`src/hdl/gffra_pkg.sv`:
```
// ============================================================================
// Grid first-fit allocator package
// Shared sizes, payload structs, memory request and sequencer state types.
// ============================================================================
package gffra_pkg;

    // Largest grid the storage supports.
    localparam int MAX_COLS = 16;
    localparam int MAX_ROWS = 16;

    // Fixed field widths.
    localparam int DIM_W = 5;
    localparam int POS_W = 4;

    // Index widths into a row and into the row store.
    localparam int COL_W = $clog2(MAX_COLS);
    localparam int ROW_W = $clog2(MAX_ROWS);

    // Counters must hold any field value and the grid maximum itself.
    localparam int CNT_MAX = (MAX_COLS > MAX_ROWS) ? MAX_COLS : MAX_ROWS;
    localparam int CNT_W   = ($clog2(CNT_MAX + 1) > DIM_W) ? $clog2(CNT_MAX + 1) : DIM_W;

    // Configuration port.
    localparam int CFG_DATA_W = 32;
    localparam int CFG_ADDR_W = 3;
    localparam int CFG_IDX_W  = 1;
    localparam int CFG_IDX_LSB = 2;
    localparam logic [CFG_IDX_W-1:0] REG_GRID_COLS = 1'b0;
    localparam logic [CFG_IDX_W-1:0] REG_GRID_ROWS = 1'b1;
    localparam logic [DIM_W-1:0]     GRID_DIM_RESET = 5'd16;

    // Item actions.
    localparam logic ACT_CLEAR = 1'b0;
    localparam logic ACT_PLACE = 1'b1;

    typedef logic [MAX_COLS-1:0] row_bits_t;

    typedef struct packed {
        logic             action;
        logic [DIM_W-1:0] rect_width;
        logic [DIM_W-1:0] rect_height;
    } in_item_t;

    typedef struct packed {
        logic             placed;
        logic [POS_W-1:0] place_col;
        logic [POS_W-1:0] place_row;
    } out_item_t;

    // Grid size in use, already saturated to the storage limits.
    typedef struct packed {
        logic [CNT_W-1:0] cols;
        logic [CNT_W-1:0] rows;
    } grid_dims_t;

    // Request from the sequencer to the occupancy store.
    typedef struct packed {
        logic             rd_en;
        logic [ROW_W-1:0] rd_addr;
        logic             wr_en;
        logic [ROW_W-1:0] wr_addr;
        row_bits_t        wr_data;
        logic             clear_all;
    } mem_req_t;

    typedef enum logic [2:0] {
        ST_IDLE,
        ST_ACC_RD,
        ST_ACC_WAIT,
        ST_SEARCH,
        ST_WR_RD,
        ST_WR_WR,
        ST_DONE
    } seq_state_t;

endpackage

```
`src/hdl/gffra_cfg.sv`:
```
// ============================================================================
// Grid first-fit allocator configuration registers
// Holds the grid size written over the register port and saturates it.
// ============================================================================
module gffra_cfg
    import gffra_pkg::*;
(
    input  logic                  clk,
    input  logic                  rst_n,
    input  logic                  psel,
    input  logic                  penable,
    input  logic                  pwrite,
    input  logic [CFG_ADDR_W-1:0] paddr,
    input  logic [CFG_DATA_W-1:0] pwdata,
    output logic [CFG_DATA_W-1:0] prdata,
    output logic                  pready,
    output grid_dims_t            dims
);

    logic [DIM_W-1:0]     grid_cols_reg;
    logic [DIM_W-1:0]     grid_rows_reg;
    logic [CFG_IDX_W-1:0] reg_idx;
    logic                 wr_fire;

    assign reg_idx = paddr[CFG_IDX_LSB +: CFG_IDX_W];
    assign wr_fire = psel && penable && pwrite;
    assign pready  = 1'b1;

    always_ff @(posedge clk or negedge rst_n)
    begin
        if (!rst_n)
        begin
            grid_cols_reg <= GRID_DIM_RESET;
            grid_rows_reg <= GRID_DIM_RESET;
        end
        else if (wr_fire)
        begin
            unique case (reg_idx)
                REG_GRID_COLS: grid_cols_reg <= pwdata[DIM_W-1:0];
                REG_GRID_ROWS: grid_rows_reg <= pwdata[DIM_W-1:0];
                default: ;
            endcase
        end
    end

    always_comb
    begin
        unique case (reg_idx)
            REG_GRID_COLS: prdata = CFG_DATA_W'(grid_cols_reg);
            REG_GRID_ROWS: prdata = CFG_DATA_W'(grid_rows_reg);
            default:       prdata = '0;
        endcase
    end

    // Sizes beyond the storage are clamped to the storage.
    always_comb
    begin
        dims.cols = (CNT_W'(grid_cols_reg) > CNT_W'(MAX_COLS)) ? CNT_W'(MAX_COLS)
                                                                : CNT_W'(grid_cols_reg);
        dims.rows = (CNT_W'(grid_rows_reg) > CNT_W'(MAX_ROWS)) ? CNT_W'(MAX_ROWS)
                                                                : CNT_W'(grid_rows_reg);
    end

endmodule

```
`src/hdl/gffra_occ_mem.sv`:
```
// ============================================================================
// Grid first-fit allocator occupancy store
// One row of cells per entry, registered read, per-row valid bits for clear.
// ============================================================================
module gffra_occ_mem
    import gffra_pkg::*;
(
    input  logic      clk,
    input  logic      rst_n,
    input  mem_req_t  req,
    output row_bits_t rdata
);

    row_bits_t             mem [MAX_ROWS];
    row_bits_t             rd_data_reg;
    logic                  rd_valid_reg;
    logic [MAX_ROWS-1:0]   valid_reg;

    always_ff @(posedge clk)
    begin
        if (req.wr_en)
        begin
            mem[req.wr_addr] <= req.wr_data;
        end
        if (req.rd_en)
        begin
            rd_data_reg <= mem[req.rd_addr];
        end
    end

    // A row that was never written since the last clear reads as all free.
    always_ff @(posedge clk or negedge rst_n)
    begin
        if (!rst_n)
        begin
            valid_reg    <= '0;
            rd_valid_reg <= 1'b0;
        end
        else
        begin
            if (req.clear_all)
            begin
                valid_reg <= '0;
            end
            else if (req.wr_en)
            begin
                valid_reg[req.wr_addr] <= 1'b1;
            end
            if (req.rd_en)
            begin
                rd_valid_reg <= valid_reg[req.rd_addr];
            end
        end
    end

    assign rdata = rd_valid_reg ? rd_data_reg : '0;

endmodule

```
`src/hdl/gffra_ctrl.sv`:
```
// ============================================================================
// Grid first-fit allocator sequencer
// Scans start rows, merges the covered rows, searches columns, then marks.
// ============================================================================
module gffra_ctrl
    import gffra_pkg::*;
(
    input  logic       clk,
    input  logic       rst_n,
    input  logic       in_valid,
    output logic       in_stall,
    input  in_item_t   in_data,
    output logic       out_valid,
    input  logic       out_stall,
    output out_item_t  out_data,
    input  grid_dims_t dims,
    output mem_req_t   mem_req,
    input  row_bits_t  mem_rdata
);

    localparam int SUM_W = CNT_W + 1;

    seq_state_t       state_reg, state_next;
    logic [CNT_W-1:0] r_reg, r_next;
    logic [CNT_W-1:0] k_reg, k_next;
    row_bits_t        acc_reg, acc_next;
    row_bits_t        span_reg, span_next;
    logic [DIM_W-1:0] w_reg, w_next;
    logic [DIM_W-1:0] h_reg, h_next;
    out_item_t        res_reg, res_next;
    logic             out_valid_reg, out_valid_next;
    out_item_t        out_data_reg, out_data_next;

    logic             accept;
    logic             early_fail;
    logic             out_free;
    logic             k_last;
    logic             next_r_ok;
    logic [CNT_W-1:0] row_addr;
    logic             fit_found;
    logic [COL_W-1:0] fit_col;
    row_bits_t        fit_span;

    // Cells covered by a run of w columns starting at column c.
    function automatic row_bits_t window_mask(input logic [DIM_W-1:0] w,
                                              input logic [COL_W-1:0] c);
        row_bits_t m;
        if (SUM_W'(w) >= SUM_W'(MAX_COLS))
        begin
            m = '1;
        end
        else
        begin
            m = (row_bits_t'(1) << w) - row_bits_t'(1);
        end
        return m << c;
    endfunction

    assign accept     = in_valid && (state_reg == ST_IDLE);
    assign in_stall   = (state_reg != ST_IDLE);
    assign out_free   = !out_valid_reg || !out_stall;
    assign k_last     = (SUM_W'(k_reg) + SUM_W'(1) == SUM_W'(h_reg));
    assign next_r_ok  = (SUM_W'(r_reg) + SUM_W'(1) + SUM_W'(h_reg) <= SUM_W'(dims.rows));
    assign row_addr   = r_reg + k_reg;
    assign early_fail = (dims.cols == '0) || (dims.rows == '0)
                     || (SUM_W'(in_data.rect_width) > SUM_W'(dims.cols))
                     || (SUM_W'(in_data.rect_height) > SUM_W'(dims.rows));

    // Lowest start column whose window stays inside the grid and is free.
    always_comb
    begin
        row_bits_t win;
        fit_found = 1'b0;
        fit_col   = '0;
        fit_span  = '0;
        for (int c = MAX_COLS - 1; c >= 0; c--)
        begin
            win = window_mask(w_reg, COL_W'(c));
            if ((SUM_W'(c) + SUM_W'(w_reg) <= SUM_W'(dims.cols)) && ((acc_reg & win) == '0))
            begin
                fit_found = 1'b1;
                fit_col   = COL_W'(c);
                fit_span  = win;
            end
        end
    end

    // Next state.
    always_comb
    begin
        state_next = state_reg;
        unique case (state_reg)
            ST_IDLE:
            begin
                if (accept)
                begin
                    if (in_data.action == ACT_CLEAR || early_fail)
                    begin
                        state_next = ST_DONE;
                    end
                    else if (in_data.rect_height == '0)
                    begin
                        state_next = ST_SEARCH;
                    end
                    else
                    begin
                        state_next = ST_ACC_RD;
                    end
                end
            end
            ST_ACC_RD:   state_next = ST_ACC_WAIT;
            ST_ACC_WAIT: state_next = k_last ? ST_SEARCH : ST_ACC_RD;
            ST_SEARCH:
            begin
                if (fit_found)
                begin
                    state_next = (h_reg == '0) ? ST_DONE : ST_WR_RD;
                end
                else if (next_r_ok)
                begin
                    state_next = (h_reg == '0) ? ST_SEARCH : ST_ACC_RD;
                end
                else
                begin
                    state_next = ST_DONE;
                end
            end
            ST_WR_RD:    state_next = ST_WR_WR;
            ST_WR_WR:    state_next = k_last ? ST_DONE : ST_WR_RD;
            ST_DONE:     state_next = out_free ? ST_IDLE : ST_DONE;
            default:     state_next = ST_IDLE;
        endcase
    end

    // Datapath and memory requests.
    always_comb
    begin
        r_next         = r_reg;
        k_next         = k_reg;
        acc_next       = acc_reg;
        span_next      = span_reg;
        w_next         = w_reg;
        h_next         = h_reg;
        res_next       = res_reg;
        out_valid_next = out_valid_reg && out_stall;
        out_data_next  = out_data_reg;
        mem_req        = '0;
        unique case (state_reg)
            ST_IDLE:
            begin
                if (accept)
                begin
                    w_next            = in_data.rect_width;
                    h_next            = in_data.rect_height;
                    r_next            = '0;
                    k_next            = '0;
                    acc_next          = '0;
                    res_next          = '0;
                    res_next.placed   = (in_data.action == ACT_CLEAR);
                    mem_req.clear_all = (in_data.action == ACT_CLEAR);
                end
            end
            ST_ACC_RD:
            begin
                mem_req.rd_en   = 1'b1;
                mem_req.rd_addr = row_addr[ROW_W-1:0];
            end
            ST_ACC_WAIT:
            begin
                acc_next = acc_reg | mem_rdata;
                k_next   = k_reg + CNT_W'(1);
            end
            ST_SEARCH:
            begin
                k_next = '0;
                if (fit_found)
                begin
                    span_next          = fit_span;
                    res_next.placed    = 1'b1;
                    res_next.place_col = POS_W'(fit_col);
                    res_next.place_row = POS_W'(r_reg);
                end
                else
                begin
                    r_next   = r_reg + CNT_W'(1);
                    acc_next = '0;
                end
            end
            ST_WR_RD:
            begin
                mem_req.rd_en   = 1'b1;
                mem_req.rd_addr = row_addr[ROW_W-1:0];
            end
            ST_WR_WR:
            begin
                mem_req.wr_en   = 1'b1;
                mem_req.wr_addr = row_addr[ROW_W-1:0];
                mem_req.wr_data = mem_rdata | span_reg;
                k_next          = k_reg + CNT_W'(1);
            end
            ST_DONE:
            begin
                if (out_free)
                begin
                    out_valid_next = 1'b1;
                    out_data_next  = res_reg;
                end
            end
            default: ;
        endcase
    end

    always_ff @(posedge clk or negedge rst_n)
    begin
        if (!rst_n)
        begin
            state_reg     <= ST_IDLE;
            out_valid_reg <= 1'b0;
        end
        else
        begin
            state_reg     <= state_next;
            out_valid_reg <= out_valid_next;
        end
    end

    always_ff @(posedge clk)
    begin
        r_reg        <= r_next;
        k_reg        <= k_next;
        acc_reg      <= acc_next;
        span_reg     <= span_next;
        w_reg        <= w_next;
        h_reg        <= h_next;
        res_reg      <= res_next;
        out_data_reg <= out_data_next;
    end

    assign out_valid = out_valid_reg;
    assign out_data  = out_data_reg;

endmodule

```
`src/hdl/grid_first_fit_rect_allocator_top.sv`:
```
// ============================================================================
// Grid first-fit rectangle allocator
// Places rectangles first-fit into an occupancy bitmap of a configurable grid.
// ============================================================================
// A clear, or a place that cannot fit the grid at all, goes straight to the done state,
// which loads the output register once it is free. Any other place merges the h rows
// under each start row tried, searches the merged row, then read-modify-writes the h
// chosen rows. Each row read has a wait state since the store has a registered read.
// Throughput: one item in work at a time; the next transfer can be taken in the cycle
// after a result enters the output register. Reset empties the grid, sizes it to 16 by 16.
module grid_first_fit_rect_allocator_top
    import gffra_pkg::*;
(
    input  logic                  clk,
    input  logic                  rst_n,
    input  logic                  in_valid,
    output logic                  in_stall,
    input  in_item_t              in_data,
    output logic                  out_valid,
    input  logic                  out_stall,
    output out_item_t             out_data,
    input  logic                  psel,
    input  logic                  penable,
    input  logic                  pwrite,
    input  logic [CFG_ADDR_W-1:0] paddr,
    input  logic [CFG_DATA_W-1:0] pwdata,
    output logic [CFG_DATA_W-1:0] prdata,
    output logic                  pready
);

    grid_dims_t dims;
    mem_req_t   mem_req;
    row_bits_t  mem_rdata;

    // Grid size registers; the sequencer sees the clamped size.
    gffra_cfg u_cfg (
        .clk     (clk),
        .rst_n   (rst_n),
        .psel    (psel),
        .penable (penable),
        .pwrite  (pwrite),
        .paddr   (paddr),
        .pwdata  (pwdata),
        .prdata  (prdata),
        .pready  (pready),
        .dims    (dims)
    );

    // The sequencer merges the rows under each start row, searches the
    // merged row for the first free window, then read-modify-writes the
    // covered rows. It owns the output register, so a finished result can
    // wait for the consumer while the next input transfer is taken.
    gffra_ctrl u_ctrl (
        .clk       (clk),
        .rst_n     (rst_n),
        .in_valid  (in_valid),
        .in_stall  (in_stall),
        .in_data   (in_data),
        .out_valid (out_valid),
        .out_stall (out_stall),
        .out_data  (out_data),
        .dims      (dims),
        .mem_req   (mem_req),
        .mem_rdata (mem_rdata)
    );

    // Occupancy bitmap, one grid row per entry.
    gffra_occ_mem u_mem (
        .clk   (clk),
        .rst_n (rst_n),
        .req   (mem_req),
        .rdata (mem_rdata)
    );

    // A failed placement reports the origin as its position.
    assert property (@(posedge clk) disable iff (!rst_n)
        (out_valid && !out_data.placed) |->
            (out_data.place_col == '0 && out_data.place_row == '0))
        else $error("failed placement carries a nonzero position");

    // Once an item is taken, the input side is held off in the next cycle.
    assert property (@(posedge clk) disable iff (!rst_n)
        (in_valid && !in_stall) |=> in_stall)
        else $error("input taken again before the item was worked off");

    // A placed rectangle starts inside the grid in use.
    assert property (@(posedge clk) disable iff (!rst_n)
        (out_valid && out_data.placed) |->
            (CNT_W'(out_data.place_col) < dims.cols || out_data.place_col == '0))
        else $error("placement column outside the grid");

    // Marking happens only while an item is in work.
    assert property (@(posedge clk) disable iff (!rst_n)
        mem_req.wr_en |-> in_stall)
        else $error("occupancy written while idle");

endmodule
```
`config.mk`:
```
export PLATFORM = sky130hd
export DESIGN_NAME = grid_first_fit_rect_allocator_top
export DESIGN_NICKNAME = d
export VERILOG_FILES = /design/src/hdl/gffra_pkg.sv /design/src/hdl/gffra_cfg.sv /design/src/hdl/gffra_occ_mem.sv /design/src/hdl/gffra_ctrl.sv /design/src/hdl/grid_first_fit_rect_allocator_top.sv
export SDC_FILE = /design/constraint.sdc
export NUM_CORES = 1
export LEC_CHECK = 0
export BUFFER_PORTS_ARGS = -buffer_cell sky130_fd_sc_hd__buf_4
export CORE_MARGIN = 2
export CORE_UTILIZATION = 47
export DETAILED_ROUTE_END_ITERATION = 8
export SYNTH_ARGS = -nofsm -noshare
export SYNTH_HDL_FRONTEND = slang
export SYNTH_HIERARCHICAL = 1
export SYNTH_SLANG_ARGS = --single-unit
```
`constraint.sdc`:
```
create_clock -name clk -period 15.1 [get_ports clk]
set_input_delay 0.755 -clock clk [delete_from_list [all_inputs] [get_ports clk]]
set_output_delay 0.755 -clock clk [all_outputs]
set_load 0.03 [all_outputs]
```
==> out/metrics.csv <==
metric;value;unit
run status;complete, no violations;
register area share after synthesis;53.0;%
# IOs;97;
drt initial violations;1269;
antenna cell count;0;
maxcap violations;0;
Finish-stage setup viols;0;
GR Util met3;3.69;%
delay of the slowest critical-path stage;0.64;ns
Longest Clk Path Bufs;3;
global route overflow;0;
max-slew violations;0;
Worst EP required;15.27;ns
core area;44000;sq um
max reg flops;256;
Mean Syn Cell Area;12.7;sq um
via/cell ratio;6.19;
CTS Root Buffer Type;clkbuf_16;
share of post-route cells with drive strength above 1;18.2;%
CP dominant cell by count;ha_1;
R2R setup slack;7.81;ns
wire per inst;23.8;microns
Post-synth top flop;edfxtp_1;
reg2reg end;u_ctrl/res_reg[6]$_SDFFCE_PP0P_;
GR Util met1;31.2;%
pin count of the biggest net entering global routing;57;
clk_lat worst skew;0.56;ns
critical path, cell by cell;inv_1, ha_1, ha_1, inv_1, nor2_4, inv_2, ha_1, nor2b_1, a211oi_1, nor2_1, buf_4, a221oi_1, and4_1, nand3_1, and4_4, o21ai_1;
clk_skew;0.0173;ns
most flop-heavy register;u_mem/mem;
cts repair resizes;0;
Hold Violations, Final;0;
most common cell after layout, fill and taps aside;edfxtp_1;
remaining antenna violation count;0;
initial antenna violation count;0;
commonest non-fill, non-tap cells in the layout;edfxtp_1 (342), nor2_1 (150), ha_1 (91), nand2_1 (83), mux4_2 (83);
NumNets Final;1806;
worst min path class;input pin to asynchronous set/reset pin;
TNS Setup;0;ns
IO Port Bufs;39;
Mapped Area;20800;sq um
Cell Rows;77;
htree depth;2;
full die area;46000;sq um
CP Max Fanout;20;
worst vdd ir;0.110;mV
WHS;0.141;ns
synthesized instance count;1643;
WS Path Type;flop to flop;
Post-synth EDFFs;342;
Finished Layout Cells;2276;
post-synth cell types;105;
global routing's busiest layer;met2;
starting density of the core;47.3;%
all-layer global routing usage;23.4;%
minimum clock period;7.29;ns
P_leak;8.08;nW
Final Power;0.00419;W
setup bufs post-CTS;0;
count of state elements after synthesis;373;
Routed WL;54.2;mm
CTS tree;done;
Slowest-stage cell, CP;o21ai_1;
Crit path arrival time;7.46;ns
fmax;0.137;GHz
crit path capture type;flop;
hold_buf cts;0;
Async S/R FF share, synth;8.31;%
cts bufs inserted;40;
DRC Markers;0;
worst slew pin tran;1.19;ns
routability congestion estimate;0.929;
CTS clock-pin slew for the worst setup and hold paths;0.06;ns
Slew headroom;20.3;%
DP Cell Count;2209;
Die Height;215;microns
PwrDens;184;nW/um^2
Global Route met2 Usage;39.1;%
vias in the first global route;13500;
via count;14100;
R2R depth;16;
synth warn;6;
Worst R2R Start;u_ctrl/w_reg[1]$_DFFE_PP_;
Die W;215;microns
Area Overhead vs Synth;9.47;%
final worst path period share;48.3;%
DR pass1 iterations;6;
TritonCTS Sinks;373;
final HPWL from detailed placement;35.5;mm
unrepaired setup endpoints after global routing;false;
Startpoint Class;flop;
first-pass GRT wire length;83.0;mm
per-layer routing:
metal	vias up	part of all wire, %
li1	6351	-
met1	7065	41
met2	542	49
met3	121	6.3
met4	0	3.4
met5	-	0
metrics by stage:
step                setup slack (ns)  instance area [sq um]  utilization [%]
CTS                             8.04                  22800             51.8
floorplan                       8.97                  20900                -
global route                    7.48                  22800             51.8
finish                          7.81                  22800             51.8
global placement                8.09                  21600             49.1
detailed placement              8.06                  21600             49.1
where the power goes:
| group | internal, W | switching [W] |
|---|---|---|
| sequential | 0.00134 | 0.000172 |
| combinational | 0.000768 | 0.000999 |
| clock | 0.000530 | 0.000382 |
cell families after synthesis:
logic type | count (synthesis) | synth area share [%]
buffers and inverters | 192 | 4.72
xor gates and xnor gates | 38 | 1.60
and+or+nand+nor | 466 | 11.5
adders and majority gates | 94 | 5.75
other | 2 | 0.0360
AOI/OAI and AO/OA | 366 | 12.8
muxes | 112 | 10.6
DFF | 373 | 53.0
critical path: cells and delay by family (launching register included):
family	cells	cell delay (ns)
and+or+nand+nor	6	2.33
DFF	1	0.57
adders and majority gates	3	1.41
buffers and inverters	4	1.09
AOI/OAI and AO/OA	3	1.47
synthesized netlist by cell type (13+ instances only):
cell	n	area share (%)
buf_2	30	0.72
o211ai_1	18	0.65
mux2_2	20	1.1
edfxtp_1	342	49
o2111ai_1	13	0.55
nor2b_1	30	0.90
and3_1	15	0.45
buf_4	29	1.0
inv_1	58	1.0
a211oi_1	18	0.65
nand3_1	30	0.72
and2_1	23	0.69
xnor2_1	26	1.1
mux4_2	83	9.0
nor3_1	31	0.74
a21oi_1	61	1.5
ha_1	91	5.5
a221oi_1	13	0.55
o21ai_0	65	1.6
dfrtp_1	29	3.5
nor2_1	163	2.9
nand2_1	83	1.5
a31oi_1	16	0.48
clkbuf_1	51	0.92
o21a_1	29	1.0
area by class of cell:
class	count	area (sq um)
clock buffer	50	1100
clock inverter	17	113
fill	3715	21200
inverter	61	229
multi-input combinational	1104	8990
sequential	373	11000
tap	592	741
timing repair buffer	79	593
worst max-delay path by stage:
stage / from / endpoint / slack, ns / cells past startpoint
final: u_ctrl/w_reg[1]$_DFFE_PP_ / u_ctrl/res_reg[6]$_SDFFCE_PP0P_ / 7.81 / 16
after global routing: u_ctrl/w_reg[1]$_DFFE_PP_ / u_ctrl/res_reg[6]$_SDFFCE_PP0P_ / 7.48 / 16
after CTS: u_ctrl/w_reg[1]$_DFFE_PP_ / u_ctrl/res_reg[6]$_SDFFCE_PP0P_ / 8.04 / 16
after detailed placement: u_ctrl/w_reg[1]$_DFFE_PP_ / u_ctrl/res_reg[1]$_SDFFCE_PN0P_ / 8.06 / 16
after global placement: u_ctrl/w_reg[1]$_DFFE_PP_ / u_ctrl/res_reg[6]$_SDFFCE_PP0P_ / 8.09 / 16
after floorplan: u_ctrl/w_reg[2]$_DFFE_PP_ / u_ctrl/acc_reg[0]$_SDFFCE_PN0P_ / 8.97 / 22
No activity file was read; power rests on OpenSTA's default activity.
